File: src/rtl/ifq_pkg.sv
// shared types, constants and helpers for the image fit transform
`timescale 1ns / 1ps
`default_nettype none
package ifq_pkg;

   localparam int FRAC_BITS = 16;
   localparam int SIZE_W    = 16;
   localparam int NUM_W     = 48;
   localparam int DIV_STEPS = NUM_W;
   localparam int LANES     = 4;
   localparam int SCALE_W   = 32;
   localparam int OFS_W     = 48;

   localparam logic [SCALE_W-1:0] ONE_Q = SCALE_W'(1) << FRAC_BITS;

   // divider lanes
   localparam int LANE_DW = 0;  // iw*h*one / ih
   localparam int LANE_DH = 1;  // ih*w*one / iw
   localparam int LANE_SW = 2;  // iw*one / w
   localparam int LANE_SH = 3;  // ih*one / h

   // configuration register indexes
   localparam logic [1:0] CSR_MODE   = 2'd0;
   localparam logic [1:0] CSR_WIDTH  = 2'd1;
   localparam logic [1:0] CSR_HEIGHT = 2'd2;

   typedef enum logic [2:0] {
      MODE_STRETCH = 3'd0,
      MODE_FILL    = 3'd1,
      MODE_FIT     = 3'd2,
      MODE_CENTER  = 3'd3,
      MODE_TILE    = 3'd4,
      MODE_OTHER   = 3'd5
   } mode_type;

   typedef struct packed {
      logic [2:0]        mode;
      logic [SIZE_W-1:0] w;
      logic [SIZE_W-1:0] h;
      logic [SIZE_W-1:0] iw;
      logic [SIZE_W-1:0] ih;
   } side_type;

   typedef struct packed {
      logic              covers;
      logic [SCALE_W-1:0] sy;
      logic [SCALE_W-1:0] sx;
      logic [OFS_W-1:0]  oy;
      logic [OFS_W-1:0]  ox;
   } result_type;

   // a zero size counts as one pixel
   function automatic logic [SIZE_W-1:0] size_or_one(input logic [SIZE_W-1:0] v);
      return (v == '0) ? SIZE_W'(1) : v;
   endfunction

endpackage
`default_nettype wire

File: src/rtl/ifq_post.sv
// scale selection, centering offsets and coverage flag, four stages
`timescale 1ns / 1ps
`default_nettype none
module ifq_post (
   input  wire logic                      clock,
   input  wire logic                      reset,
   input  wire logic                      en,
   input  wire logic                      in_valid,
   input  wire ifq_pkg::side_type         in_side,
   input  wire logic [ifq_pkg::NUM_W-1:0] in_quo [ifq_pkg::LANES],
   output logic                           out_valid,
   output ifq_pkg::result_type            out_result
);

   localparam int DW = ifq_pkg::NUM_W;
   localparam int SW = ifq_pkg::SCALE_W;
   localparam int XW = DW + 2;

   logic [3:0] valid_ff;

   // stage one: pick sizes and scales
   logic          p1_off_en_ff, p1_off_en_in;
   logic [DW-1:0] p1_dw_ff, p1_dw_in, p1_dh_ff, p1_dh_in;
   logic [SW-1:0] p1_wq_ff, p1_wq_in, p1_hq_ff, p1_hq_in;
   logic [SW-1:0] p1_sx_ff, p1_sx_in, p1_sy_ff, p1_sy_in;

   always_comb begin
      logic          by_width;
      logic [DW-1:0] d1;
      d1       = in_quo[ifq_pkg::LANE_DW];
      p1_wq_in = {in_side.w, ifq_pkg::FRAC_BITS'(0)};
      p1_hq_in = {in_side.h, ifq_pkg::FRAC_BITS'(0)};
      by_width = 1'b0;
      p1_off_en_in = (in_side.mode == ifq_pkg::MODE_FILL) ||
                     (in_side.mode == ifq_pkg::MODE_FIT) ||
                     (in_side.mode == ifq_pkg::MODE_CENTER);
      case (in_side.mode) inside
         ifq_pkg::MODE_CENTER, ifq_pkg::MODE_TILE: begin
            p1_dw_in = {16'b0, in_side.iw, ifq_pkg::FRAC_BITS'(0)};
            p1_dh_in = {16'b0, in_side.ih, ifq_pkg::FRAC_BITS'(0)};
            p1_sx_in = ifq_pkg::ONE_Q;
            p1_sy_in = ifq_pkg::ONE_Q;
         end
         ifq_pkg::MODE_STRETCH: begin
            p1_dw_in = {16'b0, p1_wq_in};
            p1_dh_in = {16'b0, p1_hq_in};
            p1_sx_in = in_quo[ifq_pkg::LANE_SW][SW-1:0];
            p1_sy_in = in_quo[ifq_pkg::LANE_SH][SW-1:0];
         end
         default: begin
            // aspect-keeping modes: compare width scaled to output height
            if (in_side.mode == ifq_pkg::MODE_FIT) begin
               by_width = {16'b0, p1_wq_in} < d1;
            end else begin
               by_width = d1 < {16'b0, p1_wq_in};
            end
            if (by_width) begin
               p1_dw_in = {16'b0, p1_wq_in};
               p1_dh_in = in_quo[ifq_pkg::LANE_DH];
               p1_sx_in = in_quo[ifq_pkg::LANE_SW][SW-1:0];
            end else begin
               p1_dw_in = d1;
               p1_dh_in = {16'b0, p1_hq_in};
               p1_sx_in = in_quo[ifq_pkg::LANE_SH][SW-1:0];
            end
            p1_sy_in = p1_sx_in;
         end
      endcase
   end

   // stage two: size differences
   logic                 p2_off_en_ff;
   logic [DW-1:0]        p2_dw_ff, p2_dh_ff;
   logic [SW-1:0]        p2_wq_ff, p2_hq_ff, p2_sx_ff, p2_sy_ff;
   logic signed [XW-1:0] p2_dx_ff, p2_dx_in, p2_dy_ff, p2_dy_in;

   always_comb begin
      p2_dx_in = $signed({2'b0, p1_dw_ff}) - $signed({18'b0, p1_wq_ff});
      p2_dy_in = $signed({2'b0, p1_dh_ff}) - $signed({18'b0, p1_hq_ff});
   end

   // stage three: halve toward zero, floor on a unit scale
   logic [DW-1:0]        p3_dw_ff, p3_dh_ff;
   logic [SW-1:0]        p3_wq_ff, p3_hq_ff, p3_sx_ff, p3_sy_ff;
   logic signed [XW-1:0] p3_ox_ff, p3_ox_in, p3_oy_ff, p3_oy_in;

   always_comb begin
      logic signed [XW-1:0] tx, ty;
      tx = (p2_dx_ff + $signed({{(XW-1){1'b0}}, p2_dx_ff[XW-1]})) >>> 1;
      ty = (p2_dy_ff + $signed({{(XW-1){1'b0}}, p2_dy_ff[XW-1]})) >>> 1;
      if (p2_sx_ff == ifq_pkg::ONE_Q) begin
         tx = {tx[XW-1:ifq_pkg::FRAC_BITS], ifq_pkg::FRAC_BITS'(0)};
      end
      if (p2_sy_ff == ifq_pkg::ONE_Q) begin
         ty = {ty[XW-1:ifq_pkg::FRAC_BITS], ifq_pkg::FRAC_BITS'(0)};
      end
      p3_ox_in = p2_off_en_ff ? tx : '0;
      p3_oy_in = p2_off_en_ff ? ty : '0;
   end

   // stage four: coverage test and result register
   ifq_pkg::result_type res_ff, res_in;

   always_comb begin
      logic signed [XW:0] ex, ey;
      ex = $signed({p3_ox_ff[XW-1], p3_ox_ff}) + $signed({3'b0, p3_dw_ff});
      ey = $signed({p3_oy_ff[XW-1], p3_oy_ff}) + $signed({3'b0, p3_dh_ff});
      res_in.covers = (p3_ox_ff <= 0) && (p3_oy_ff <= 0) &&
                      ($signed({19'b0, p3_wq_ff}) <= ex) &&
                      ($signed({19'b0, p3_hq_ff}) <= ey);
      res_in.ox = p3_ox_ff[ifq_pkg::OFS_W-1:0];
      res_in.oy = p3_oy_ff[ifq_pkg::OFS_W-1:0];
      res_in.sx = p3_sx_ff;
      res_in.sy = p3_sy_ff;
   end

   // valid bits
   always_ff @(posedge clock) begin
      if (reset) begin
         valid_ff <= '0;
      end else if (en) begin
         valid_ff <= {valid_ff[2:0], in_valid};
      end
   end

   // payload registers
   always_ff @(posedge clock) begin
      if (en) begin
         p1_off_en_ff <= p1_off_en_in;
         p1_dw_ff     <= p1_dw_in;
         p1_dh_ff     <= p1_dh_in;
         p1_wq_ff     <= p1_wq_in;
         p1_hq_ff     <= p1_hq_in;
         p1_sx_ff     <= p1_sx_in;
         p1_sy_ff     <= p1_sy_in;
         p2_off_en_ff <= p1_off_en_ff;
         p2_dw_ff     <= p1_dw_ff;
         p2_dh_ff     <= p1_dh_ff;
         p2_wq_ff     <= p1_wq_ff;
         p2_hq_ff     <= p1_hq_ff;
         p2_sx_ff     <= p1_sx_ff;
         p2_sy_ff     <= p1_sy_ff;
         p2_dx_ff     <= p2_dx_in;
         p2_dy_ff     <= p2_dy_in;
         p3_dw_ff     <= p2_dw_ff;
         p3_dh_ff     <= p2_dh_ff;
         p3_wq_ff     <= p2_wq_ff;
         p3_hq_ff     <= p2_hq_ff;
         p3_sx_ff     <= p2_sx_ff;
         p3_sy_ff     <= p2_sy_ff;
         p3_ox_ff     <= p3_ox_in;
         p3_oy_ff     <= p3_oy_in;
         res_ff       <= res_in;
      end
   end

   assign out_valid  = valid_ff[3];
   assign out_result = res_ff;

endmodule
`default_nettype wire

File: config.mk
export PLATFORM = sky130hd
export DESIGN_NAME = ifq_post
export DESIGN_NICKNAME = d
export VERILOG_FILES = /design/src/rtl/ifq_pkg.sv /design/src/rtl/ifq_post.sv
export SDC_FILE = /design/constraint.sdc
export NUM_CORES = 1
export LEC_CHECK = 0
export BUFFER_PORTS_ARGS = -buffer_cell sky130_fd_sc_hd__buf_2
export CAP_MARGIN = 20
export CORE_MARGIN = 10
export CORE_UTILIZATION = 51
export CTS_CLUSTER_DIAMETER = 30
export DETAILED_ROUTE_END_ITERATION = 8
export PLACE_DENSITY = 0.71
export SLEW_MARGIN = 20
export SYNTH_ARGS = -nofsm -noshare
export SYNTH_HDL_FRONTEND = slang
export SYNTH_SLANG_ARGS = --single-unit
File: constraint.sdc
create_clock -name clock -period 9.63 [get_ports clock]
set_input_delay 0.4815 -clock clock [delete_from_list [all_inputs] [get_ports clock]]
set_output_delay 0.4815 -clock clock [all_outputs]
set_load 0.005 [all_outputs]
==> report_table.html, run 1 <==
<table>
<tr><th>Metric</th><th>Value</th></tr>
<tr><th colspan="2">Pwr</th></tr>
<tr><td>Power consumption</td><td>about 12 mW</td></tr>
<tr><td>Leakage power</td><td>19.4 nW</td></tr>
<tr><td>Power density cells</td><td>~240 nW/um^2</td></tr>
<tr><td>Largest vdd supply drop</td><td>around 0.16 mV</td></tr>
<tr><th colspan="2">Global routing</th></tr>
<tr><td>GRT Total Usage</td><td>roughly a fifth</td></tr>
<tr><td>Remaining global-route overflow</td><td>0</td></tr>
<tr><td>Wire length of the first global-routing pass</td><td>147000 um</td></tr>
<tr><td>Vias in the first global route</td><td>around 26000</td></tr>
<tr><td>Largest net degree at the start of global routing</td><td>173</td></tr>
<tr><td>Antenna violations before repair</td><td>21</td></tr>
<tr><th colspan="2">Timing</th></tr>
<tr><td>Crit path time final</td><td>around 6 ns</td></tr>
<tr><td>Maximum clock frequency</td><td>approximately 0.16 GHz</td></tr>
<tr><td>Unrepaired setup endpoints after global routing</td><td>no</td></tr>
<tr><td>Fin. max-slew vios</td><td>0</td></tr>
<tr><td>Final count of negative-setup-slack endpoints</td><td>0</td></tr>
<tr><td>Slew at the pin closest to its max-slew limit</td><td>roughly 1.0 ns</td></tr>
<tr><td>Hold slack</td><td>between 0.04 and 0.05 ns</td></tr>
<tr><td>Fraction of the cycle the final worst path needs</td><td>a little under two thirds</td></tr>
<tr><td>Worst setup skew after layout</td><td>between 0.04 and 0.05 ns</td></tr>
<tr><td>Setup_tns</td><td>0 ns</td></tr>
<tr><td>Endpoints failing hold</td><td>0</td></tr>
<tr><td>Headroom to the max-slew limit</td><td>30.9%</td></tr>
<tr><th colspan="2">Setup path</th></tr>
<tr><td>Worst path top cell family by delay</td><td>compound AO/OA/AOI/OAI gates</td></tr>
<tr><td>Slowest stage cell, crit path</td><td>sky130_fd_sc_hd__a2111oi_1</td></tr>
<tr><td>Endpoint kind of the worst setup timing path</td><td>flop</td></tr>
<tr><td>Critical path peak fanout</td><td>3</td></tr>
<tr><td>Crit path arrival time</td><td>approximately 6.6 ns</td></tr>
<tr><td>Crit path kind</td><td>flop to flop</td></tr>
<tr><td>Crit path largest cell delay</td><td>around 0.50 ns</td></tr>
<tr><td>Critical path required time</td><td>around 10 ns</td></tr>
<tr><td>Cell mode on critical path</td><td>sky130_fd_sc_hd__a211oi_1</td></tr>
<tr><td>Crit path launch type</td><td>flop</td></tr>
<tr><td>Crit path buf inv count</td><td>0</td></tr>
<tr><td>Cell Chain, Critical Path</td><td>ha_1 &gt; fa_1 &gt; a211o_1 &gt; nor4b_4 &gt; a211oi_1 &gt; a21o_1 &gt; a21oi_1 &gt; a21o_1 &gt; a21oi_1 &gt; xor2_1 &gt; ha_1 &gt; nand4_1 &gt; a211oi_1 &gt; a211oi_1 &gt; o21ai_0 &gt; a221oi_1 &gt; a311o_1 &gt; a2111oi_0 &gt; nand3_1 &gt; a2111oi_1 &gt; a41o_1 &gt; a31oi_1</td></tr>
<tr><th colspan="2">Yosys</th></tr>
<tr><td>Synth Warn #</td><td>0</td></tr>
<tr><td>Cell area after technology mapping</td><td>just over 40000 um^2</td></tr>
<tr><td>Number of enable flip-flop cells after synthesis</td><td>903</td></tr>
<tr><td>Cells after synthesis</td><td>slightly above 3000</td></tr>
<tr><td>Sequential share of the synthesized area</td><td>66.5%</td></tr>
<tr><td>Post-Synthesis Mean Instance Area</td><td>approximately 14 um^2</td></tr>
<tr><td>Synth async-reset ratio</td><td>0%</td></tr>
<tr><td>Yosys cell types</td><td>86</td></tr>
<tr><td>Net count after synthesis</td><td>roughly 3500</td></tr>
<tr><td>Predominant post-synthesis flop cell</td><td>sky130_fd_sc_hd__edfxtp_1</td></tr>
<tr><td>Number of flip-flops and latches in the synthesized netlist</td><td>slightly above 900</td></tr>
<tr><th colspan="2">CTS</th></tr>
<tr><td>Cts repair resizes</td><td>0</td></tr>
<tr><td>Number of buffers created by CTS</td><td>approximately 170</td></tr>
<tr><td>Clock tree root buffer cell</td><td>sky130_fd_sc_hd__clkbuf_16</td></tr>
<tr><td>Maximum number of buffers from clock root to sink</td><td>3</td></tr>
<tr><td>Insertion delay to the later sink of the worst-skew pair</td><td>0.76 ns</td></tr>
<tr><td>Setup Fix Bufs, Post-CTS</td><td>0</td></tr>
<tr><td>Clock sink count</td><td>approximately 910</td></tr>
<tr><td>H-tree Lvls</td><td>4</td></tr>
<tr><td>TritonCTS clock tree</td><td>built</td></tr>
<tr><td>Total of hold buffers inserted after clock tree synthesis</td><td>73</td></tr>
<tr><td>Reg clk slew, reported paths</td><td>0.05 ns</td></tr>
<tr><th colspan="2">Cells and area</th></tr>
<tr><td>Most common cell after layout, fill and taps aside</td><td>sky130_fd_sc_hd__edfxtp_1</td></tr>
<tr><td>Final-stage net count</td><td>between 4000 and 5000</td></tr>
<tr><td>Ratio of cells with drive above 1 in the final layout</td><td>between 10% and 20%</td></tr>
<tr><td>Leading cell types in the layout, fill and taps excluded</td><td>sky130_fd_sc_hd__edfxtp_1 (903), sky130_fd_sc_hd__buf_2 (391), sky130_fd_sc_hd__nand2_1 (260)</td></tr>
<tr><td>Fin area</td><td>50600 um^2</td></tr>
<tr><td>Area Growth Syn to Fin</td><td>23.8%</td></tr>
<tr><td>Number of flip-flops in the largest register</td><td>161</td></tr>
<tr><th colspan="2">Place</th></tr>
<tr><td>Total cell area at the placement stage</td><td>about 44000 um^2</td></tr>
<tr><td>HPWL after detailed placement</td><td>just over 70000 um</td></tr>
<tr><td>Port-buffer cells</td><td>between 300 and 400</td></tr>
<tr><td>Placer's final routability congestion estimate</td><td>between 0.8 and 0.9</td></tr>
<tr><th colspan="2">Floorplanning</th></tr>
<tr><td>DIE AREA</td><td>between 90000 and 100000 um^2</td></tr>
<tr><td>Top-level port count</td><td>between 400 and 500</td></tr>
<tr><td>Number of rows created at floorplan</td><td>103</td></tr>
<tr><td>Initial Util</td><td>between 50% and 60%</td></tr>
<tr><td>Horizontal die dimension</td><td>a little over 300 um</td></tr>
<tr><td>Core region area</td><td>79300 um^2</td></tr>
<tr><td>Die H</td><td>slightly above 300 um</td></tr>
<tr><th colspan="2">Route</th></tr>
<tr><td>Routed wire length</td><td>around 98000 um</td></tr>
<tr><td>Pre-antenna DRT Iters</td><td>5</td></tr>
<tr><td>WL/cell</td><td>around 20 um</td></tr>
<tr><td>Post-detailed-route via-to-cell ratio</td><td>between 5 and 6</td></tr>
<tr><td>Via total after detailed routing</td><td>26300</td></tr>
<tr><td>Final routed DRC violation total</td><td>0</td></tr>
<tr><td>Antenna viol nets, final</td><td>0</td></tr>
<tr><td>Initial drt markers</td><td>between 2000 and 2500</td></tr>
<tr><th colspan="2">Hold path</th></tr>
<tr><td>Hold Crit Class</td><td>input pin to flop</td></tr>
<tr><th colspan="2">Outcome</th></tr>
<tr><td>Run status</td><td>completed</td></tr>
<tr><th colspan="2">Flow run</th></tr>
<tr><td># Max-Cap Violations</td><td>0</td></tr>
</table>
## final timing paths
| path | from | endpoint | slack [ns] | cells after the start |
|---|---|---|---|---|
| setup / recovery | p3_oy_ff[0] | out_result[160] | 3.48 | 22 |
| setup reg to reg | p3_oy_ff[0] | out_result[160] | 3.48 | 22 |
| hold reg to reg | p1_dh_ff[11] | p2_dh_ff[11] | 0.39 | 0 |
| hold / removal | in_side[16] | p1_dw_ff[16] | 0.04 | 3 |
## per-layer routing
layer  vias up  track usage [%]  part of all wire [%]
li1      12700                -                     -
met1     12500             28.3                    44
met2       911             31.2                    45
met3       206             6.59                   8.6
met4        22             7.59                   2.8
met5         -                0                  0.12
## synth_stat cells, drive strengths merged (6+ instances only)
master | count | area (um^2)
a2111oi | 7 | 68.8
inv | 108 | 405
a31oi | 15 | 93.8
a21boi | 26 | 199
o21a | 19 | 143
or2 | 8 | 50.1
and4 | 7 | 61.3
o22ai | 6 | 37.5
nand3 | 65 | 325
edfxtp | 903 | 27100
o21bai | 9 | 67.6
nand4 | 50 | 328
o211ai | 9 | 67.6
nor4 | 57 | 369
a21o | 56 | 420
and2 | 99 | 619
nand2 | 260 | 976
a211o | 9 | 78.8
xor2 | 64 | 561
o31ai | 7 | 52.6
mux2i | 77 | 771
xnor2 | 121 | 1060
clkbuf | 55 | 208
nor3 | 42 | 210
o31a | 8 | 70.1
a21oi | 150 | 758
and3 | 27 | 169
a211oi | 22 | 190
nand2b | 24 | 150
buf | 19 | 87.6
nor2 | 194 | 743
ha | 178 | 2230
or4 | 9 | 67.6
a221oi | 6 | 52.6
o21ai | 141 | 709
nand3b | 12 | 90.1
nand4b | 6 | 52.6
or3 | 24 | 150
nor2b | 55 | 344
## worst min-delay path, cell delays in order
cell,delay [ns]
sky130_fd_sc_hd__buf_2,0.08
sky130_fd_sc_hd__nand2_1,0.04
sky130_fd_sc_hd__o21ai_0,0.07
## power by group
part           leakage [nW]  switching, mW  internal [mW]
registers              8.90          0.199           4.76
logic                  7.76          0.752          0.538
clock network          2.73           2.03           3.74
## area by class of cell
type	count	area [um^2]
clock inverter	117	1430
inverter	108	405
tap	1050	1310
antenna	9	22.5
multi-input combinational	1934	13100
clock buffer	189	4300
timing repair buffer	486	2920
sequential	907	27200
fill	5901	28600
## kinds of logic (layout without fill, tap and decap cells)
kind of cell / Yosys count / after routing / synth area share [%]
muxes: 77 / 77 / 1.88
DFF: 907 / 907 / 66.5
xor gates and xnor gates: 185 / 185 / 3.96
other: 0 / 9 / 0
AOI/OAI and AO/OA: 540 / 540 / 8.54
and+or+nand+nor: 950 / 950 / 11.8
buffers and inverters: 182 / 900 / 1.71
adders and majority gates: 182 / 182 / 5.64
## through the flow
step / utilization [%] / cells / setup slack (ns)
2_1_floorplan: - / 3023 / 4.86
3_3_place_gp: 55.7 / 4411 / 3.74
3_5_place_dp: 55.7 / 4411 / 3.53
4_1_cts: 63.8 / 4790 / 3.50
5_1_grt: 63.9 / 4797 / 3.20
6_report: 63.9 / 4800 / 3.48
No activity file was read; power rests on OpenSTA's default activity.
==> inputs of run 2 (changes only) <==
--- a/config.mk
+++ b/config.mk
@@ -5,13 +5,14 @@
 export SDC_FILE = /design/constraint.sdc
 export NUM_CORES = 1
 export LEC_CHECK = 0
+export ABC_AREA = 1
 export BUFFER_PORTS_ARGS = -buffer_cell sky130_fd_sc_hd__buf_2
 export CAP_MARGIN = 20
 export CORE_MARGIN = 10
 export CORE_UTILIZATION = 51
 export CTS_CLUSTER_DIAMETER = 30
 export DETAILED_ROUTE_END_ITERATION = 8
-export PLACE_DENSITY = 0.71
+export PLACE_DENSITY = 0.73
 export SLEW_MARGIN = 20
 export SYNTH_ARGS = -nofsm -noshare
 export SYNTH_HDL_FRONTEND = slang
==> constraint.sdc (replaced) <==
create_clock -name clock -period 5.2 [get_ports clock]
set_input_delay 0.26 -clock clock [delete_from_list [all_inputs] [get_ports clock]]
set_output_delay 0.26 -clock clock [all_outputs]
set_load 0.005 [all_outputs]
==> run 2 against run 1 <==
  * Utilization rose by 1.2 points
  * Non-clock buffer count rose by 180
  * Worst setup slack got worse by 2.6 ns
  * Die area rose by 8.6%
  * Critical path type unchanged
  * Clock skew rose by 0.013 ns
  * Combinational power rose by 150%
  * First-iteration DRC count rose by 81%
  * Largest power group unchanged
  * Sequential power rose by 86%
  * Final area rose by 12%
  * Clock power rose by 92%
  * Global-route usage rose by 5.9 points
  * Sequential cell count did not move
==> report_table.html, run 2 <==
<table>
<tr><th>Metric</th><th>Value</th></tr>
<tr><th colspan="2">Pwr</th></tr>
<tr><td>Leakage power</td><td>23.8 nW (was 19.4 nW)</td></tr>
<tr><td>Clock Power Share</td><td>47.3% (was 48.0%)</td></tr>
<tr><td>NetSw</td><td>6.52 mW (was 2.98 mW)</td></tr>
<tr><td>Portion of total power attributed to combinational logic</td><td>13.4% (was 10.7%)</td></tr>
<tr><td>Sequential fraction of design power</td><td>39.3% (was 41.3%)</td></tr>
<tr><td>Proportion of total power due to net switching</td><td>27.7% (was 24.8%)</td></tr>
<tr><td>Cell-internal power</td><td>17.0 mW (was 9.04 mW)</td></tr>
<tr><td>Power density cells</td><td>416 nW/um^2 (was 237 nW/um^2)</td></tr>
<tr><td>Largest vdd supply drop</td><td>0.387 mV (was 0.164 mV)</td></tr>
<tr><th colspan="2">Timing</th></tr>
<tr><td>Fin. max-slew vios</td><td>0 (unchanged)</td></tr>
<tr><td>Final count of negative-setup-slack endpoints</td><td>0 (unchanged)</td></tr>
<tr><td>Worst setup skew after layout</td><td>0.0578 ns (was 0.0450 ns)</td></tr>
<tr><td>Minimum setup slack in the final design</td><td>0.898 ns (was 3.48 ns)</td></tr>
<tr><td>Crit path time final</td><td>4.30 ns (was 6.15 ns)</td></tr>
<tr><td>Headroom to the max-slew limit</td><td>28.2% (was 30.9%)</td></tr>
<tr><td>Unrepaired setup endpoints after global routing</td><td>no (unchanged)</td></tr>
<tr><td>Setup_tns</td><td>0 ns (unchanged)</td></tr>
<tr><td>Fraction of the cycle the final worst path needs</td><td>82.7% (was 63.9%)</td></tr>
<tr><td>Endpoints failing hold</td><td>0 (unchanged)</td></tr>
<tr><td>Hold slack</td><td>0.0423 ns (was 0.0419 ns)</td></tr>
<tr><td>Maximum clock frequency</td><td>0.232 GHz (was 0.163 GHz)</td></tr>
<tr><td>Slew at the pin closest to its max-slew limit</td><td>1.08 ns (was 1.04 ns)</td></tr>
<tr><th colspan="2">Setup path</th></tr>
<tr><td>Worst path top cell family by delay</td><td>simple AND/OR/NAND/NOR gates (was compound AO/OA/AOI/OAI gates)</td></tr>
<tr><td>Crit path launch type</td><td>flop (unchanged)</td></tr>
<tr><td>Slowest stage cell, crit path</td><td>sky130_fd_sc_hd__o21ai_0 (was sky130_fd_sc_hd__a2111oi_1)</td></tr>
<tr><td>Critical path required time</td><td>5.82 ns (was 10.11 ns)</td></tr>
<tr><td>Cell Chain, Critical Path</td><td>ha_1 &gt; nand2_1 &gt; nor2_1 &gt; inv_2 &gt; nor2_2 &gt; a21oi_1 &gt; o21ai_0 &gt; xnor2_1 &gt; ha_1 &gt; nand4_1 &gt; inv_1 &gt; nand4_1 &gt; nor3_1 &gt; nand4_1 &gt; nor2_1 &gt; nand3_1 &gt; nand2_1 &gt; inv_1 &gt; nor2_1 (was ha_1 &gt; fa_1 &gt; a211o_1 &gt; nor4b_4 &gt; a211oi_1 &gt; a21o_1 &gt; a21oi_1 &gt; a21o_1 &gt; a21oi_1 &gt; xor2_1 &gt; ha_1 &gt; nand4_1 &gt; a211oi_1 &gt; a211oi_1 &gt; o21ai_0 &gt; a221oi_1 &gt; a311o_1 &gt; a2111oi_0 &gt; nand3_1 &gt; a2111oi_1 &gt; a41o_1 &gt; a31oi_1)</td></tr>
<tr><td>Crit path buf inv count</td><td>3 (was 0)</td></tr>
<tr><td>Endpoint kind of the worst setup timing path</td><td>flop (unchanged)</td></tr>
<tr><td>Crit path arrival time</td><td>4.92 ns (was 6.63 ns)</td></tr>
<tr><td>Crit path largest cell delay</td><td>0.57 ns (was 0.50 ns)</td></tr>
<tr><td>Crit path kind</td><td>flop to flop (unchanged)</td></tr>
<tr><td>Critical path peak fanout</td><td>4 (was 3)</td></tr>
<tr><th colspan="2">Global routing</th></tr>
<tr><td>Layer carrying the most global-route usage</td><td>met2 (unchanged)</td></tr>
<tr><td>Remaining global-route overflow</td><td>0 (unchanged)</td></tr>
<tr><td>Wire length of the first global-routing pass</td><td>202000 um (was 147000 um)</td></tr>
<tr><td>Met2 track demand over resource</td><td>42.2% (was 31.2%)</td></tr>
<tr><td>Largest net degree at the start of global routing</td><td>145 (was 173)</td></tr>
<tr><td>Fraction of met1 tracks used by global routing</td><td>36.5% (was 28.3%)</td></tr>
<tr><td>Antenna violations before repair</td><td>10 (was 21)</td></tr>
<tr><td>Met3 GRT Util</td><td>6.33% (was 6.59%)</td></tr>
<tr><td>Vias in the first global route</td><td>34200 (was 25800)</td></tr>
<tr><td>GRT Total Usage</td><td>26.7% (was 20.8%)</td></tr>
<tr><th colspan="2">CTS</th></tr>
<tr><td>Maximum number of buffers from clock root to sink</td><td>3 (unchanged)</td></tr>
<tr><td>Clock sink count</td><td>907 (unchanged)</td></tr>
<tr><td>Clock tree root buffer cell</td><td>sky130_fd_sc_hd__clkbuf_16 (unchanged)</td></tr>
<tr><td>Setup Fix Bufs, Post-CTS</td><td>0 (unchanged)</td></tr>
<tr><td>TritonCTS clock tree</td><td>built (unchanged)</td></tr>
<tr><td>Insertion delay to the later sink of the worst-skew pair</td><td>0.77 ns (was 0.76 ns)</td></tr>
<tr><td>H-tree Lvls</td><td>4 (unchanged)</td></tr>
<tr><td>Number of buffers created by CTS</td><td>161 (was 169)</td></tr>
<tr><td>Reg clk slew, reported paths</td><td>0.06 ns (was 0.05 ns)</td></tr>
<tr><th colspan="2">Route</th></tr>
<tr><td>Post-detailed-route via-to-cell ratio</td><td>5.44 (was 5.48)</td></tr>
<tr><td>Final routed DRC violation total</td><td>0 (unchanged)</td></tr>
<tr><td>Antenna viol nets, final</td><td>0 (unchanged)</td></tr>
<tr><td>Via total after detailed routing</td><td>35100 (was 26300)</td></tr>
<tr><td>Initial drt markers</td><td>3791 (was 2090)</td></tr>
<tr><td>Routed wire length</td><td>136000 um (was 97800 um)</td></tr>
<tr><td>WL/cell</td><td>21.0 um (was 20.4 um)</td></tr>
<tr><td>Pre-antenna DRT Iters</td><td>5 (unchanged)</td></tr>
<tr><th colspan="2">Cells and area</th></tr>
<tr><td>Register area</td><td>27200 um^2 (unchanged)</td></tr>
<tr><td>Final standard cell count with taps included and fillers excluded</td><td>6459 (was 4800)</td></tr>
<tr><td>Ratio of cells with drive above 1 in the final layout</td><td>15.7% (was 19.2%)</td></tr>
<tr><td>Leading cell types in the layout, fill and taps excluded</td><td>sky130_fd_sc_hd__edfxtp_1 (903), sky130_fd_sc_hd__nand2_1 (889), sky130_fd_sc_hd__inv_1 (590) (was sky130_fd_sc_hd__edfxtp_1 (903), sky130_fd_sc_hd__buf_2 (391), sky130_fd_sc_hd__nand2_1 (260))</td></tr>
<tr><td>Area Growth Syn to Fin</td><td>26.6% (was 23.8%)</td></tr>
<tr><td>Final-stage net count</td><td>5604 (was 4051)</td></tr>
<tr><td>Most common cell after layout, fill and taps aside</td><td>sky130_fd_sc_hd__edfxtp_1 (unchanged)</td></tr>
<tr><td>Number of flip-flops in the largest register</td><td>161 (unchanged)</td></tr>
<tr><td>Area used by multi-input combinational logic</td><td>15000 um^2 (was 13100 um^2)</td></tr>
<tr><td>Number of fill cells</td><td>6464 (was 5901)</td></tr>
<tr><th colspan="2">Yosys</th></tr>
<tr><td>Number of flip-flops and latches in the synthesized netlist</td><td>907 (unchanged)</td></tr>
<tr><td>Post-Synthesis Mean Instance Area</td><td>10.2 um^2 (was 13.5 um^2)</td></tr>
<tr><td>Dominant cell by count in the synthesized netlist</td><td>sky130_fd_sc_hd__edfxtp_1 (unchanged)</td></tr>
<tr><td>Predominant post-synthesis flop cell</td><td>sky130_fd_sc_hd__edfxtp_1 (unchanged)</td></tr>
<tr><td>Yosys cell types</td><td>65 (was 86)</td></tr>
<tr><td>Net count after synthesis</td><td>4823 (was 3468)</td></tr>
<tr><td>Ranking of synthesized cells by area</td><td>sky130_fd_sc_hd__edfxtp_1 (61%), sky130_fd_sc_hd__nand2_1 (7.5%), sky130_fd_sc_hd__ha_1 (5.0%), sky130_fd_sc_hd__inv_1 (5.0%), sky130_fd_sc_hd__nor2_1 (4.9%) (was sky130_fd_sc_hd__edfxtp_1 (66%), sky130_fd_sc_hd__ha_1 (5.4%), sky130_fd_sc_hd__xnor2_1 (2.6%), sky130_fd_sc_hd__nand2_1 (2.4%), sky130_fd_sc_hd__mux2i_1 (1.9%))</td></tr>
<tr><td>Cell area after technology mapping</td><td>44700 um^2 (was 40900 um^2)</td></tr>
<tr><td>Synth async-reset ratio</td><td>0% (unchanged)</td></tr>
<tr><td>Commonest cells in the netlist</td><td>sky130_fd_sc_hd__edfxtp_1 (903), sky130_fd_sc_hd__nand2_1 (889), sky130_fd_sc_hd__inv_1 (592), sky130_fd_sc_hd__nor2_1 (579), sky130_fd_sc_hd__a21oi_1 (213) (was sky130_fd_sc_hd__edfxtp_1 (903), sky130_fd_sc_hd__nand2_1 (260), sky130_fd_sc_hd__nor2_1 (192), sky130_fd_sc_hd__ha_1 (178), sky130_fd_sc_hd__a21oi_1 (148))</td></tr>
<tr><td>Area leader, netlist</td><td>sky130_fd_sc_hd__edfxtp_1 (unchanged)</td></tr>
<tr><td>Yosys top cell area share</td><td>60.7% (was 66.3%)</td></tr>
<tr><td>Number of enable flip-flop cells after synthesis</td><td>903 (unchanged)</td></tr>
<tr><td>Sequential share of the synthesized area</td><td>60.9% (was 66.5%)</td></tr>
<tr><td>Cells after synthesis</td><td>4378 (was 3023)</td></tr>
<tr><td>Synth Warn #</td><td>0 (unchanged)</td></tr>
<tr><th colspan="2">Place</th></tr>
<tr><td>HPWL after detailed placement</td><td>98300 um (was 70600 um)</td></tr>
<tr><td>Placed cells</td><td>5898 (was 4411)</td></tr>
<tr><td>Port-buffer cells</td><td>392 (unchanged)</td></tr>
<tr><td>Dpl ws</td><td>0.973 ns (was 3.53 ns)</td></tr>
<tr><td>Placer's final routability congestion estimate</td><td>0.948 (was 0.878)</td></tr>
<tr><th colspan="2">Floorplanning</th></tr>
<tr><td>Initial Util</td><td>51.4% (was 51.6%)</td></tr>
<tr><td>Top-level port count</td><td>425 (unchanged)</td></tr>
<tr><td>DIE AREA</td><td>99800 um^2 (was 91900 um^2)</td></tr>
<tr><td>Core region area</td><td>86900 um^2 (was 79300 um^2)</td></tr>
<tr><td>Number of rows created at floorplan</td><td>108 (was 103)</td></tr>
<tr><td>Die H</td><td>316 um (was 303 um)</td></tr>
<tr><td>Horizontal die dimension</td><td>316 um (was 303 um)</td></tr>
<tr><th colspan="2">Outcome</th></tr>
<tr><td>Run status</td><td>completed (unchanged)</td></tr>
<tr><th colspan="2">Flow run</th></tr>
<tr><td># Max-Cap Violations</td><td>0 (unchanged)</td></tr>
<tr><th colspan="2">Hold path</th></tr>
<tr><td>Hold Crit Class</td><td>input pin to flop (unchanged)</td></tr>
</table>
run 2: worst paths after layout:
check,from,endpoint,slack (ns),cells past startpoint
setup / recovery,p3_oy_ff[19],out_result[160],0.90,19
hold / removal,in_quo[170],p1_dw_ff[26],0.04,3
setup reg to reg,p3_oy_ff[19],out_result[160],0.90,19
hold reg to reg,p1_dw_ff[4],p2_dw_ff[4],0.39,0
run 2: logic make-up (layout without fill, tap and decap cells):
kind of cell	after synthesis	after routing	share of synthesized area (%)
AND/OR/NAND/NOR	2025	2025	20.1
other	0	9	0
XOR/XNOR	109	109	2.14
adder cells (fa/ha/maj)	182	182	5.16
flip-flops	907	907	60.9
AO/OA/AOI/OAI	490	490	6.07
buffers and inverters	665	1582	5.69
run 2: routing by layer:
layer	up-vias	routed length [um]
met5	-	0
met4	0	3610
met3	280	12400
met2	1756	61500
met1	16500	58100
li1	16600	-
run 2: per-stage QoR:
step	area [um^2]	util [%]	power [mW]
finish	56600	65.1	23.6
global placement	48100	55.4	12.2
CTS	56600	65.1	23.5
global route	56600	65.1	24.4
detailed placement	48100	55.4	12.2
floorplan	44700	-	11.0
run 2: area by class of cell:
cell class	instances	share of cell area, %
Clock inverter	130	3.26
Tap cell	1155	2.55
Clock buffer	169	7.17
Sequential cell	907	48.1
Timing Repair Buffer	666	8.37
Multi-Input combinational cell	2806	26.4
Antenna cell	9	0.0398
Inverter	617	4.10
run 2: what timing repair did:
action / 4_1_cts / 5_1_grt
hold buffers: 253 / 0
resized for setup: 0 / 0
endpoints found under the hold margin: 197 / 0
run 2: power groups by stage:
stage / logic, mW / registers (mW) / clock network [mW]
2_1_floorplan: 1.85 / 9.16 / 0
3_3_place_gp: 2.83 / 9.35 / 0
3_5_place_dp: 2.87 / 9.37 / 0
4_1_cts: 3.08 / 9.24 / 11.2
5_1_grt: 3.51 / 9.29 / 11.6
6_report: 3.17 / 9.25 / 11.1
run 2: tightest hold or removal path, cell delays in order:
cell and delay [ns]:
sky130_fd_sc_hd__buf_2 0.09, sky130_fd_sc_hd__nor2_1 0.04, sky130_fd_sc_hd__o21ai_1 0.24
